## src/sv/phxv_pkg.sv

```systemverilog
package phxv_pkg;

   localparam int MAX_FRAME_BYTES_DEFAULT = 64;
   localparam int HEADER_BYTES            = 7;
   localparam int CHECK_POS               = 6;

   localparam int POS_MAGIC    = 0;
   localparam int POS_VERSION  = 1;
   localparam int POS_TYPE     = 2;
   localparam int POS_SEQUENCE = 3;
   localparam int POS_LEN_LO   = 4;
   localparam int POS_LEN_HI   = 5;

   localparam logic [7:0] MAGIC_RESET   = 8'hCF;
   localparam logic [7:0] VERSION_RESET = 8'h01;

   localparam int CSR_ADDR_WIDTH = 3;
   localparam int CSR_DATA_WIDTH = 32;

   typedef enum logic [0:0] {
      CSR_EXPECTED_MAGIC   = 1'b0,
      CSR_EXPECTED_VERSION = 1'b1
   } csr_index_type;

   typedef enum logic [2:0] {
      STATUS_OK          = 3'd0,
      STATUS_TOO_SHORT   = 3'd1,
      STATUS_BAD_MAGIC   = 3'd2,
      STATUS_BAD_VERSION = 3'd3,
      STATUS_TRUNCATED   = 3'd4,
      STATUS_BAD_CHECK   = 3'd5
   } status_type;

endpackage

```

## src/sv/packet_header_xor_validator.sv

```systemverilog
// framed packet header check with xor checksum
//
// req channel: one received byte per transfer, req_frame_end set on the last
// byte of a frame. only the first MAX_FRAME_BYTES bytes of a frame are kept.
// the first seven kept bytes are the header: magic, version, type, sequence,
// payload length (low, high) and check byte.
// rsp channel: one verdict per frame, with the header fields and the number
// of kept bytes. status is checked in order: too short, bad magic, bad
// version, truncated, checksum mismatch.
// csr port: expected_magic at 0x0, expected_version at 0x4, 8 bits each.
// throughput: one byte per cycle while req_ready is high, set by the single
// frame register update stage. the last byte loads the verdict register.
// the result register holds a verdict while rsp_ready is low; req_ready then
// stays low, so no byte is taken until the verdict is transferred.
// reset: frame state clears, expected_magic returns to 0xCF and
// expected_version to 0x01; no verdict is pending after reset.
module packet_header_xor_validator
   import phxv_pkg::*;
#(
   parameter int MAX_FRAME_BYTES = MAX_FRAME_BYTES_DEFAULT
) (
   input  logic                      clock,
   input  logic                      reset,

   input  logic                      req_valid,
   output logic                      req_ready,
   input  logic [7:0]                req_rx_byte,
   input  logic                      req_frame_end,

   output logic                      rsp_valid,
   input  logic                      rsp_ready,
   output logic [2:0]                rsp_status,
   output logic [7:0]                rsp_msg_type,
   output logic [7:0]                rsp_seq_number,
   output logic [15:0]               rsp_payload_length,
   output logic [6:0]                rsp_frame_bytes,

   input  logic                      csr_psel,
   input  logic                      csr_penable,
   input  logic                      csr_pwrite,
   input  logic [CSR_ADDR_WIDTH-1:0] csr_paddr,
   input  logic [CSR_DATA_WIDTH-1:0] csr_pwdata,
   output logic [CSR_DATA_WIDTH-1:0] csr_prdata,
   output logic                      csr_pready
);

   localparam int IW   = $clog2(MAX_FRAME_BYTES + 1);
   localparam int EXTW = IW + 7;

   logic [7:0]    magic_cfg_ff, version_cfg_ff;
   csr_index_type csr_index;

   logic [IW-1:0] byte_index_ff, byte_index_in;
   logic [7:0]    magic_ff, magic_in;
   logic [7:0]    version_ff, version_in;
   logic [7:0]    type_ff, type_in;
   logic [7:0]    sequence_ff, sequence_in;
   logic [15:0]   length_ff, length_in;
   logic [7:0]    check_ff, check_in;
   logic [7:0]    xor_ff, xor_in;

   logic          rsp_valid_ff, rsp_valid_in;
   status_type    status_ff, status_in;
   logic [7:0]    rsp_type_ff;
   logic [7:0]    rsp_seq_ff;
   logic [15:0]   rsp_length_ff;
   logic [6:0]    rsp_bytes_ff;

   logic          req_fire, last_fire, take, in_sum;
   logic [16:0]   index_ext, count_ext;
   logic [EXTW-1:0] bytes_ext;

   // config registers
   assign csr_index  = csr_index_type'(csr_paddr[2]);
   assign csr_pready = 1'b1;

   always_ff @(posedge clock) begin
      if (reset) begin
         magic_cfg_ff   <= MAGIC_RESET;
         version_cfg_ff <= VERSION_RESET;
      end else if (csr_psel && csr_penable && csr_pwrite) begin
         unique case (csr_index)
            CSR_EXPECTED_MAGIC:   magic_cfg_ff   <= csr_pwdata[7:0];
            CSR_EXPECTED_VERSION: version_cfg_ff <= csr_pwdata[7:0];
            default: ;
         endcase
      end
   end

   always_comb begin
      csr_prdata = '0;
      unique case (csr_index)
         CSR_EXPECTED_MAGIC:   csr_prdata[7:0] = magic_cfg_ff;
         CSR_EXPECTED_VERSION: csr_prdata[7:0] = version_cfg_ff;
         default: ;
      endcase
   end

   // handshake
   assign req_ready = !rsp_valid_ff || rsp_ready;
   assign req_fire  = req_valid && req_ready;
   assign last_fire = req_fire && req_frame_end;

   // frame byte update
   assign take      = byte_index_ff < IW'(MAX_FRAME_BYTES);
   assign index_ext = 17'(byte_index_ff);
   assign in_sum    = (index_ext < 17'(CHECK_POS))
                      || ((index_ext >= 17'(HEADER_BYTES))
                          && ((index_ext - 17'(HEADER_BYTES)) < 17'(length_ff)));

   always_comb begin
      byte_index_in = byte_index_ff;
      magic_in      = magic_ff;
      version_in    = version_ff;
      type_in       = type_ff;
      sequence_in   = sequence_ff;
      length_in     = length_ff;
      check_in      = check_ff;
      xor_in        = xor_ff;
      if (take) begin
         byte_index_in = byte_index_ff + IW'(1);
         if (byte_index_ff == IW'(POS_MAGIC))    magic_in         = req_rx_byte;
         if (byte_index_ff == IW'(POS_VERSION))  version_in       = req_rx_byte;
         if (byte_index_ff == IW'(POS_TYPE))     type_in          = req_rx_byte;
         if (byte_index_ff == IW'(POS_SEQUENCE)) sequence_in      = req_rx_byte;
         if (byte_index_ff == IW'(POS_LEN_LO))   length_in[7:0]   = req_rx_byte;
         if (byte_index_ff == IW'(POS_LEN_HI))   length_in[15:8]  = req_rx_byte;
         if (byte_index_ff == IW'(CHECK_POS))    check_in         = req_rx_byte;
         if (in_sum)                             xor_in           = xor_ff ^ req_rx_byte;
      end
   end

   // verdict
   assign count_ext = 17'(byte_index_in);
   assign bytes_ext = EXTW'(byte_index_in);

   always_comb begin
      priority if (count_ext < 17'(HEADER_BYTES)) begin
         status_in = STATUS_TOO_SHORT;
      end else if (magic_in != magic_cfg_ff) begin
         status_in = STATUS_BAD_MAGIC;
      end else if (version_in != version_cfg_ff) begin
         status_in = STATUS_BAD_VERSION;
      end else if ((17'(HEADER_BYTES) + 17'(length_in)) > count_ext) begin
         status_in = STATUS_TRUNCATED;
      end else if (xor_in != check_in) begin
         status_in = STATUS_BAD_CHECK;
      end else begin
         status_in = STATUS_OK;
      end
   end

   always_comb begin
      rsp_valid_in = rsp_valid_ff;
      if (rsp_ready) begin
         rsp_valid_in = 1'b0;
      end
      if (last_fire) begin
         rsp_valid_in = 1'b1;
      end
   end

   always_ff @(posedge clock) begin
      if (reset) begin
         byte_index_ff <= '0;
         magic_ff      <= '0;
         version_ff    <= '0;
         type_ff       <= '0;
         sequence_ff   <= '0;
         length_ff     <= '0;
         check_ff      <= '0;
         xor_ff        <= '0;
         rsp_valid_ff  <= 1'b0;
      end else begin
         rsp_valid_ff <= rsp_valid_in;
         if (last_fire) begin
            byte_index_ff <= '0;
            magic_ff      <= '0;
            version_ff    <= '0;
            type_ff       <= '0;
            sequence_ff   <= '0;
            length_ff     <= '0;
            check_ff      <= '0;
            xor_ff        <= '0;
         end else if (req_fire) begin
            byte_index_ff <= byte_index_in;
            magic_ff      <= magic_in;
            version_ff    <= version_in;
            type_ff       <= type_in;
            sequence_ff   <= sequence_in;
            length_ff     <= length_in;
            check_ff      <= check_in;
            xor_ff        <= xor_in;
         end
      end
   end

   always_ff @(posedge clock) begin
      if (last_fire) begin
         status_ff     <= status_in;
         rsp_type_ff   <= type_in;
         rsp_seq_ff    <= sequence_in;
         rsp_length_ff <= length_in;
         rsp_bytes_ff  <= bytes_ext[6:0];
      end
   end

   assign rsp_valid          = rsp_valid_ff;
   assign rsp_status         = status_ff;
   assign rsp_msg_type       = rsp_type_ff;
   assign rsp_seq_number     = rsp_seq_ff;
   assign rsp_payload_length = rsp_length_ff;
   assign rsp_frame_bytes    = rsp_bytes_ff;

endmodule

```

## config.mk

```make
export PLATFORM = sky130hd
export DESIGN_NAME = packet_header_xor_validator
export DESIGN_NICKNAME = d
export VERILOG_FILES = /design/src/sv/phxv_pkg.sv /design/src/sv/packet_header_xor_validator.sv
export SDC_FILE = /design/constraint.sdc
export NUM_CORES = 1
export LEC_CHECK = 0
export BUFFER_PORTS_ARGS = -buffer_cell sky130_fd_sc_hd__buf_2
export CAP_MARGIN = 5
export CORE_MARGIN = 1
export CORE_UTILIZATION = 50
export CTS_CLUSTER_DIAMETER = 100
export DETAILED_ROUTE_END_ITERATION = 7
export PLACE_DENSITY_LB_ADDON = 0.08
export SYNTH_ARGS = -nofsm -noshare
export SYNTH_HDL_FRONTEND = slang
export SYNTH_SLANG_ARGS = --single-unit
```

## constraint.sdc

```tcl
create_clock -name clock -period 11 [get_ports clock]
set_input_delay 3.3 -clock clock [delete_from_list [all_inputs] [get_ports clock]]
set_output_delay 3.3 -clock clock [all_outputs]
set_load 0.01 [all_outputs]
```

==> results by group, run 1 <==
Clock network
  – Cts bufs inserted: 17
  – Clk slew on worst S/H paths: 60 ps
  – Number of buffers added for setup after CTS: 0
  – Clock Latency Late Sink: roughly 430 ps
  – PostCTS Resize Cnt: 0
  – CTS max path bufs: 2
  – CTS tree: yes
  – Hold Buf Count CTS: 0
  – Clock sinks: between 100 and 150
  – H-tree levels: 4
  – CTS root buf: clkbuf_16

Route
  – Vias: around 6000
  – Final WL: 18.23 mm
  – Initial detailed-routing violation count: between 500 and 600
  – Avg Vias per Cell: ~5.7
  – Post-route DRC violation count: 0
  – Remaining antenna violation count: 0
  – Pre-Repair DR Iteration Count: 5
  – Post-DR wirelength/cell: 17.23 µm

Logic synthesis
  – Post-synthesis sequential area ratio: 0.4246
  – Synth Warn #: 0
  – Adder-cell area share of the yosys netlist: 0.03163
  – XOR/XNOR share of the synthesized area: 0.05659
  – Mean Syn Cell Area: 8.725 µm²
  – Cells after Synth: between 800 and 900
  – Top_reg_cell synth: dfxtp_1
  – Combinational family with the most area after synthesis: simple AND/OR/NAND/NOR gates
  – Mux contribution to synthesized area: 0.07750
  – Synth Area in Compound Gates: 0.1432
  – Post-synthesis instance area: ~7100 µm²
  – Register bit count reported by yosys: 130
  – Simple-gate area share of the yosys netlist: 0.1856
  – Post-synth ARST share: 0
  – EDFF count, synth: 42
  – Netlist cell types: 67

Timing
  – Slew Limit Fails: 0
  – Final Hold Vio Count: 0
  – Min Tclk post-route: 7320 ps
  – Skew final: 7.532 ps
  – Slew HR: 0.3434
  – Hold_ws: approximately 450 ps
  – Final period util: 0.6655
  – RSZ-0062 raised after global routing: no
  – Actual slew at the worst max-slew pin: 981.3 ps
  – Peak Freq: ~0.14 GHz
  – Final setup fails: 0
  – Setup TNS: 0 ps

Flow run
  – Max-cap violations: 0

Worst setup path
  – CP Cell Sequence: buf_2 -> mux2_2 -> buf_2
  – Path depth of the worst reg2reg path: 14
  – Cell repeated most along the worst path: buf_2
  – Crit path depth: 3
  – Critical path buffers and inverters: 2
  – CP startpoint kind: primary input
  – Worst path top cell family by delay: multiplexers
  – Critical path capture point type: output port
  – CP max-delay cell: mux2_2
  – Critical R2R Capture: rsp_status[0]$_SDFFCE_PP1P_
  – Critical Path RT: roughly 7700 ps
  – Reg2reg setup slack: 6320 ps
  – Max FO, Critical Path: 11
  – WP data arrival: 4020 ps
  – Max incr delay on CP: between 300 and 400 ps
  – Reg-to-Reg Start: byte_index_ff[3]$_SDFFE_PP0P_
  – Crit Path Class: in -> out

Min path
  – Hold Path Class: reg -> reg
  – Hold worst-path end: type_ff[3]$_SDFFE_PP0P_
  – Hold_sp: type_ff[3]$_SDFFE_PP0P_
  – Hold path cells: 2

Floorplan
  – Die X: between 100 and 150 µm
  – Die area: around 15000 µm²
  – Row count: 43
  – Core ar.: between 10000 and 15000 µm²
  – Die span in y: 121.3 µm
  – Initial core utilization: 0.5129
  – IO Count: 128

Cells and area
  – Final design utilization: 0.5837
  – Ant diodes: 0
  – Layout area overhead: 13.81%
  – Layout cells sized above 1: 0.1686
  – Final std cells w/o fill: between 1000 and 1500
  – Nets: 934

Status
  – Status: finished, final reports clean

Placement
  – Detailed placement HPWL: about 12 mm
  – GPL Wtd Cong: around 0.88
  – # port buffers: 76
  – # placed instances: roughly 1000

Global routing
  – Largest net degree at the start of global routing: 72
  – Vias in the first global route: roughly 5600
  – Gr usage total: 0.2584
  – GRT overflow: 0
  – Initial antenna violation count: 0
  – First-pass GRT wire length: slightly below 30 mm

Power
  – Max VDD drop: between 0.00009 and 0.0001 V
  – PD cells: about 160 nW/µm²
  – Leakage power: around 3.2 nW
[worst min-delay path: cells and delay by family, from the launching register on]
family	cells	cell delay (ps)
flip-flops	1	310
AO/OA/AOI/OAI	1	50
AND/OR/NAND/NOR	1	50
[power breakdown]
part,switching [W],internal (W)
Clock,0.000224,0.000381
Combinational,0.0000989,0.0000583
Sequential,0.0000142,0.000516
[how the worst max path moves through the flow]
stage / startpoint / to / slack [ps]
6_report: csr_paddr[2] / csr_prdata[2] / 3680
5_1_grt: csr_paddr[2] / csr_prdata[2] / 3650
4_1_cts: csr_paddr[2] / csr_prdata[2] / 3680
3_5_place_dp: csr_paddr[2] / csr_prdata[2] / 3680
3_3_place_gp: csr_paddr[2] / csr_prdata[7] / 3700
2_1_floorplan: csr_paddr[2] / csr_prdata[0] / 3700
[cell usage in the layout (no fill, tap or decap), drive strengths merged, types with 27 or more instances in the layout]
master  Yosys  final
xor2       28     28
a21oi      56     56
mux2i      27     27
dfxtp      88     88
edfxtp     42     42
inv        45     48
nor2       68     68
buf        33     83
nand2     132    132
[cells in the mapped netlist, types with 3 or more instances]
library cell | count | area share
nand2_1 | 132 | 0.070
nor2_1 | 66 | 0.035
a31oi_1 | 3 | 0.0026
nand2b_1 | 3 | 0.0026
nand3_1 | 19 | 0.013
o21ai_0 | 24 | 0.017
ha_1 | 18 | 0.032
clkbuf_1 | 43 | 0.023
nor2b_1 | 15 | 0.013
nor4_1 | 5 | 0.0044
o22ai_1 | 5 | 0.0044
o211ai_1 | 4 | 0.0042
or3_1 | 5 | 0.0044
mux2_2 | 25 | 0.040
a21oi_1 | 56 | 0.039
inv_1 | 45 | 0.024
buf_2 | 4 | 0.0028
and2_1 | 5 | 0.0044
buf_4 | 25 | 0.026
nor3b_1 | 4 | 0.0042
xnor2_1 | 18 | 0.022
xor2_1 | 28 | 0.034
a2111oi_0 | 5 | 0.0062
dfxtp_1 | 88 | 0.25
nand4_1 | 10 | 0.0088
mux2i_1 | 27 | 0.038
nor3_1 | 18 | 0.013
edfxtp_1 | 42 | 0.18
a211o_1 | 8 | 0.0098
a211oi_1 | 15 | 0.016
[through the flow]
step,instance area (µm²),worst slack [ps],power (W)
6_report,8103,3680,0.001293
5_1_grt,8103,3646,0.001341
4_1_cts,8103,3676,0.001298
3_5_place_dp,7472,3678,0.0006948
3_3_place_gp,7472,3700,0.0006882
2_1_floorplan,7206,3697,0.0006538
[flip-flops by register name (all words and copies together) (netlist names)]
name,cells
rsp_payload_length,16
xor_ff,8
rsp_msg_type,8
rsp_seq_number,8
rsp_frame_bytes,7
version_cfg_ff,8
type_ff,8
check_ff,8
magic_cfg_ff,8
rsp_valid,1
length_ff,16
rsp_status,3
sequence_ff,8
byte_index_ff,7
version_ff,8
magic_ff,8
[routing by layer]
layer  up-vias  track usage  part of all wire
met3        42      0.05357             0.060
met5         -            0                 0
met2       219       0.4134              0.47
met4         0       0.1080             0.025
li1       2894            -                 -
met1      2872       0.3370              0.45
[cell type report]
cell class	count	area, µm²
Inverter	45	168.9
Fill cell	1267	5778
Tap cell	180	225.2
Clock inverter	15	205.2
Timing Repair Buffer	83	432.9
Clock buffer	17	425.4
Sequential cell	130	3023
Multi-Input combinational cell	588	3622
[logic make-up (layout without fill, tap and decap cells)]
group	after synthesis	after routing
AO/OA/AOI/OAI	154	154
other	2	25
adder cells (fa/ha/maj)	18	18
buffers and inverters	121	160
AND/OR/NAND/NOR	293	293
multiplexers	52	52
XOR/XNOR	46	46
flip-flops	130	130
(Power assumes the default switching activity.)
==> run 2: changes to the inputs <==
==> constraint.sdc (replaced) <==
create_clock -name clock -period 5.9 [get_ports clock]
set_input_delay 1.77 -clock clock [delete_from_list [all_inputs] [get_ports clock]]
set_output_delay 1.77 -clock clock [all_outputs]
set_load 0.01 [all_outputs]
==> results by group, run 2 (synthesized netlist as in run 1, its figures left out) <==
Status
  – Status: finished, final reports clean

Worst setup path
  – Max FO, Critical Path: 17 (+6)
  – Worst path top cell family by delay: compound AO/OA/AOI/OAI gates
  – CP startpoint kind: primary input
  – CP max-delay cell: buf_2
  – Max incr delay on CP: 370 ps (about the same)
  – Critical Path RT: 6130 ps (-1570 ps)
  – CP Cell Sequence: buf_2 -> mux2i_1 -> ha_1 -> a21oi_1 -> nand2_1 -> xnor2_1 -> ha_1 -> nand4_1 -> o22ai_1 -> a21oi_1 -> a211oi_1 -> o41ai_1 -> a22oi_1
  – Crit Path Class: in -> reg
  – Critical path capture point type: register
  – WP data arrival: 4630 ps (+610 ps)
  – Critical path buffers and inverters: 1 (-1)

Global routing
  – Initial antenna violation count: 0 (unchanged)
  – Gr usage total: 0.2613 (+0.002942)
  – GRT overflow: 0 (unchanged)
  – First-pass GRT wire length: 29.26 mm (+0.90%)
  – Vias in the first global route: 5675 (+1.2%)
  – Largest net degree at the start of global routing: 58 (-19%)

Clock network
  – H-tree levels: 4 (unchanged)
  – CTS root buf: clkbuf_16
  – Clock Latency Late Sink: 430 ps (about the same)
  – Clock sinks: 130 (unchanged)
  – Clk slew on worst S/H paths: 60 ps (about the same)
  – PostCTS Resize Cnt: 0 (unchanged)
  – Hold Buf Count CTS: 0 (unchanged)
  – Number of buffers added for setup after CTS: 0 (unchanged)
  – CTS max path bufs: 2 (unchanged)
  – Cts bufs inserted: 17 (unchanged)
  – CTS tree: yes

Cells and area
  – Commonest non-fill, non-tap cell in the layout: nand2_1
  – Nets: 937 (+0.32%)
  – Most frequent cells in the layout: 132 x nand2_1, 88 x dfxtp_1, 76 x buf_2, 66 x nor2_1, 56 x a21oi_1
  – Layout cells sized above 1: 0.1703 (+0.001696)
  – Layout area overhead: 12.62%
  – Ant diodes: 0 (unchanged)
  – Final design utilization: 0.5776 (-0.006129)

Timing
  – Slew HR: 0.3285 (-0.01490)
  – Actual slew at the worst max-slew pin: 1004 ps (+22.27 ps)
  – Skew final: 9.641 ps (+2.109 ps)
  – Setup TNS: 0 ps (unchanged)
  – Final period util: 0.7457
  – Min Tclk post-route: around 4400 ps
  – Peak Freq: ~0.23 GHz
  – Slew Limit Fails: 0 (unchanged)
  – RSZ-0062 raised after global routing: no
  – Final Hold Vio Count: 0 (unchanged)
  – Final setup fails: 0 (unchanged)

Route
  – Post-route DRC violation count: 0 (unchanged)
  – Remaining antenna violation count: 0 (unchanged)
  – Avg Vias per Cell: 5.639 (-1.0%)
  – Final WL: 18.38 mm (+0.81%)
  – Initial detailed-routing violation count: 593 (+16%)
  – Vias: 5983 (-0.73%)
  – Post-DR wirelength/cell: 17.32 µm (+0.52%)
  – Pre-Repair DR Iteration Count: 6 (+1)

Floorplan
  – Die span in y: 121.3 µm (unchanged)
  – Die X: 121.3 µm (unchanged)
  – Die area: 14720 µm² (unchanged)
  – IO Count: 128 (unchanged)
  – Row count: 43 (unchanged)
  – Core ar.: 13880 µm² (unchanged)
  – Initial core utilization: 0.5129 (unchanged)

Power
  – Max VDD drop: 0.0001769 V (+85%)
  – Leakage power: 3.149 nW (-1.6%)
  – PD cells: 276.3 nW/µm² (+73%)

Flow run
  – Max-cap violations: 0 (unchanged)

Min path
  – Hold Path Class: reg -> reg

Placement
  – GPL Wtd Cong: 0.9163 (+4.6%)
  – # port buffers: 76 (unchanged)
  – Detailed placement HPWL: 12.43 mm (+2.3%)
run 2: final cells by class:
type	count	area, µm²
fillers	1259	5863
clock inverters	14	93.84
repair buffers	86	455.4
clock buffers	18	429.2
multi-input cells	588	3622
inverters	45	168.9
well taps	180	225.2
flip-flops and latches	130	3023
run 2: power by group:
| group | total, W | internal [W] | switching (W) |
|---|---|---|---|
| clock network | 0.000935 | 0.000531 | 0.000404 |
| registers | 0.000988 | 0.000961 | 0.0000266 |
| logic | 0.000292 | 0.000109 | 0.000183 |
| total | 0.00221 | 0.00160 | 0.000613 |
run 2: path summary, 6_finish.rpt:
kind | startpoint | endpoint | slack, ps | cells after the start
worst max-delay path | req_rx_byte[1] | rsp_status[0]$_SDFFCE_PP1P_ | 1500 | 13
worst max register to register | byte_index_ff[3]$_SDFFE_PP0P_ | rsp_status[0]$_SDFFCE_PP1P_ | 1510 | 14
worst min register to register | magic_ff[0]$_SDFFE_PP0P_ | magic_ff[0]$_SDFFE_PP0P_ | 460 | 2
worst min-delay path | magic_ff[0]$_SDFFE_PP0P_ | magic_ff[0]$_SDFFE_PP0P_ | 460 | 2
run 2: through the flow:
| step | worst slack, ps | total power [W] | instances | area (µm²) | hold WS (ps) |
|---|---|---|---|---|---|
| final | 1500 | 0.002215 | 1061 | 8018 | 456.3 |
| after global routing | 1404 | 0.002305 | 1061 | 8018 | 471.0 |
| after CTS | 1595 | 0.002226 | 1061 | 8018 | 456.9 |
| after detailed placement | 1180 | 0.001296 | 1029 | 7495 | 443.6 |
| after global placement | 1183 | 0.001286 | 1029 | 7495 | 438.6 |
| after floorplan | 1462 | 0.001219 | 839 | 7206 | 432.9 |
run 2: worst reg2reg max path, delay by kind of cell (launching register included):
family | cells | cell delay [ps]
adders and majority gates | 2 | 570
muxes | 1 | 230
and+or+nand+nor | 4 | 1450
xor gates and xnor gates | 1 | 160
AOI/OAI and AO/OA | 6 | 1340
DFF | 1 | 440
run 2: routing by layer:
layer	up-vias	wire length [µm]	GRT usage
li1	2891	-	-
met1	2806	7949	0.3341
met2	250	8653	0.4212
met3	36	1305	0.05874
met4	0	471	0.1127
met5	-	0	0
==> run 3: changes to the inputs <==
==> constraint.sdc (replaced) <==
create_clock -name clock -period 4.2 [get_ports clock]
set_input_delay 1.26 -clock clock [delete_from_list [all_inputs] [get_ports clock]]
set_output_delay 1.26 -clock clock [all_outputs]
set_load 0.01 [all_outputs]
==> results by group, run 3 (synthesized netlist as in run 1, its figures left out) <==
Timing
  – Setup TNS: 0 ps (unchanged)
  – Slew HR: 0.3399 (+0.01143)
  – Skew final: 6.562 ps (-3.079 ps)
  – RSZ-0062 raised after global routing: no
  – Actual slew at the worst max-slew pin: 986.5 ps (-17.08 ps)
  – Peak Freq: between 0.2 and 0.3 GHz
  – Final Hold Vio Count: 0 (unchanged)
  – Min Tclk post-route: between 3000 and 4000 ps
  – Slew Limit Fails: 0 (unchanged)
  – Final period util: 0.9201
  – Final setup fails: 0 (unchanged)

Floorplan
  – Row count: 43 (unchanged)
  – Initial core utilization: 0.5129 (unchanged)
  – Die span in y: 121.3 µm (unchanged)
  – Die X: 121.3 µm (unchanged)
  – Core ar.: 13880 µm² (unchanged)
  – Die area: 14720 µm² (unchanged)
  – IO Count: 128 (unchanged)

Power
  – Pint: 0.002565 W (+60%)
  – Max VDD drop: 0.0002873 V (+62%)
  – Net switching power: 0.0008579 W (+40%)
  – Comb pwr share: 0.125 (-0.007)
  – Tot Pwr: 0.003423 W (+55%)
  – Sw frac: 0.2506 (-0.02609)
  – Leakage power: 3.316 nW (+5.3%)
  – Sequential power share: 0.404 (-0.042)
  – Clk pwr share: 0.471 (+0.049)
  – PD cells: 413.1 nW/µm² (+50%)

Clock network
  – Hold Buf Count CTS: 0 (unchanged)
  – CTS tree: yes
  – Clock sinks: 130 (unchanged)
  – PostCTS Resize Cnt: 0 (unchanged)
  – CTS max path bufs: 2 (unchanged)
  – Clk slew on worst S/H paths: 60 ps (about the same)
  – Number of buffers added for setup after CTS: 0 (unchanged)
  – Clock Latency Late Sink: 430 ps (about the same)
  – H-tree levels: 4 (unchanged)
  – Cts bufs inserted: 17 (unchanged)
  – CTS root buf: clkbuf_16

Route
  – Post-DR wirelength/cell: 17.02 µm (-1.7%)
  – Final WL: 18.40 mm (+0.11%)
  – Avg Vias per Cell: 5.567 (-1.3%)
  – Initial detailed-routing violation count: 390 (-34%)
  – Remaining antenna violation count: 0 (unchanged)
  – Post-route DRC violation count: 0 (unchanged)
  – Vias: 6018 (+0.58%)
  – Pre-Repair DR Iteration Count: 5 (-1)

Worst setup path
  – Max FO, Critical Path: 8 (-9)
  – WP data arrival: 4090 ps (-540 ps)
  – CP max-delay cell: or4_4
  – Critical path buffers and inverters: 1 (unchanged)
  – Crit Path Class: reg -> reg
  – Path depth of the worst reg2reg path: 14 (unchanged)
  – Critical path capture point type: register
  – CP Cell Sequence: or4_4 -> nor2_2 -> mux2i_1 -> ha_1 -> inv_1 -> ha_1 -> nor2b_1 -> o21a_1 -> o21ai_0 -> a21o_1 -> a21oi_1 -> a211oi_1 -> o41ai_1 -> a22oi_1
  – CP startpoint kind: register
  – Crit path depth: 14 (+1)
  – Max incr delay on CP: 560 ps (+190 ps)
  – Cell repeated most along the worst path: ha_1
  – Worst path top cell family by delay: compound AO/OA/AOI/OAI gates
  – Critical Path RT: 4430 ps (-1700 ps)

Min path
  – Hold Path Class: reg -> reg
  – Hold path cells: 2 (unchanged)

Global routing
  – Initial antenna violation count: 0 (unchanged)
  – GRT overflow: 0 (unchanged)
  – Largest net degree at the start of global routing: 58 (unchanged)
  – Gr usage total: 0.2635 (+0.002239)
  – Vias in the first global route: 5727 (+0.92%)
  – First-pass GRT wire length: 29.30 mm (+0.14%)

Cells and area
  – Final design utilization: 0.5970 (+0.01938)
  – Filler instances: 1234 (-2.0%)
  – Most frequent cells in the layout: 132 x nand2_1, 88 x dfxtp_1, 76 x buf_2, 66 x nor2_1, 56 x a21oi_1
  – Commonest non-fill, non-tap cell in the layout: nand2_1
  – Layout cells sized above 1: 0.1876 (+0.01731)
  – Nets: 957 (+2.1%)
  – Layout area overhead: 16.40%
  – Ant diodes: 0 (unchanged)

Placement
  – Detailed placement HPWL: 13.00 mm (+4.6%)
  – # port buffers: 76 (unchanged)
  – GPL Wtd Cong: 0.8915 (-2.7%)

Status
  – Status: finished, final reports clean

Flow run
  – Max-cap violations: 0 (unchanged)
## run 3: changes by cell type in the layout (fill, tap and decap cells not counted), sizes merged
| cell | previous run | this run |
|---|---|---|
| clkinvlp | 7 | 2 |
| buf | 86 | 106 |
| bufinv | 0 | 5 |
## run 3: cell type report
| type | instances | area, µm² | area share |
|---|---|---|---|
| multi-input combinational | 588 | 3622 | 0.4371 |
| sequential | 130 | 3023 | 0.3648 |
| timing repair buffer | 106 | 605.6 | 0.07308 |
| clock buffer | 18 | 429.2 | 0.05179 |
| tap | 180 | 225.2 | 0.02718 |
| clock inverter | 14 | 212.7 | 0.02567 |
| inverter | 45 | 168.9 | 0.02038 |
## run 3: path summary, 6_finish.rpt
| check | from | endpoint | slack [ps] |
|---|---|---|---|
| worst min-delay path | magic_ff[5]$_SDFFE_PP0P_ | magic_ff[5]$_SDFFE_PP0P_ | 460 |
| worst max register to register | byte_index_ff[4]$_SDFFE_PP0P_ | rsp_status[0]$_SDFFCE_PP1P_ | 340 |
| worst min register to register | magic_ff[5]$_SDFFE_PP0P_ | magic_ff[5]$_SDFFE_PP0P_ | 460 |
| worst max-delay path | byte_index_ff[4]$_SDFFE_PP0P_ | rsp_status[0]$_SDFFCE_PP1P_ | 340 |
## run 3: per-layer routing
metal	track usage	vias to the layer above	share of wire
li1	-	2941	-
met1	0.3274	2832	0.44
met5	0	-	0
met4	0.1505	0	0.036
met2	0.4194	199	0.47
met3	0.05874	46	0.050
## run 3: worst reg2reg max path, stage by stage, from the launching register on
cell      delay, ps
dfxtp_1         410
or4_4           560
nor2_2          300
mux2i_1         370
ha_1            290
inv_1            50
ha_1            240
nor2b_1         140
o21a_1          150
o21ai_0         170
a21o_1          140
a21oi_1         100
a211oi_1        310
o41ai_1         140
a22oi_1         280
## run 3: power by group through the flow
stage                     combinational [W]  clock [W]  sequential, W
after CTS                          0.000425    0.00163        0.00138
after global routing               0.000473    0.00169        0.00139
after floorplan                    0.000302          0        0.00141
after global placement             0.000412          0        0.00141
after detailed placement           0.000422          0        0.00141
final                              0.000426    0.00161        0.00138
## run 3: per-stage QoR
| stage | worst slack [ps] | cell area [µm²] | std cells | hold slack (ps) |
|---|---|---|---|---|
| after floorplan | 246.7 | 7206 | 839 | 432.9 |
| after global placement | 274.6 | 7645 | 1049 | 438.1 |
| after detailed placement | 246.2 | 7645 | 1049 | 449.2 |
| after CTS | 342.4 | 8287 | 1081 | 457.3 |
| after global routing | 119.2 | 8287 | 1081 | 475.5 |
| final | 335.6 | 8287 | 1081 | 456.9 |
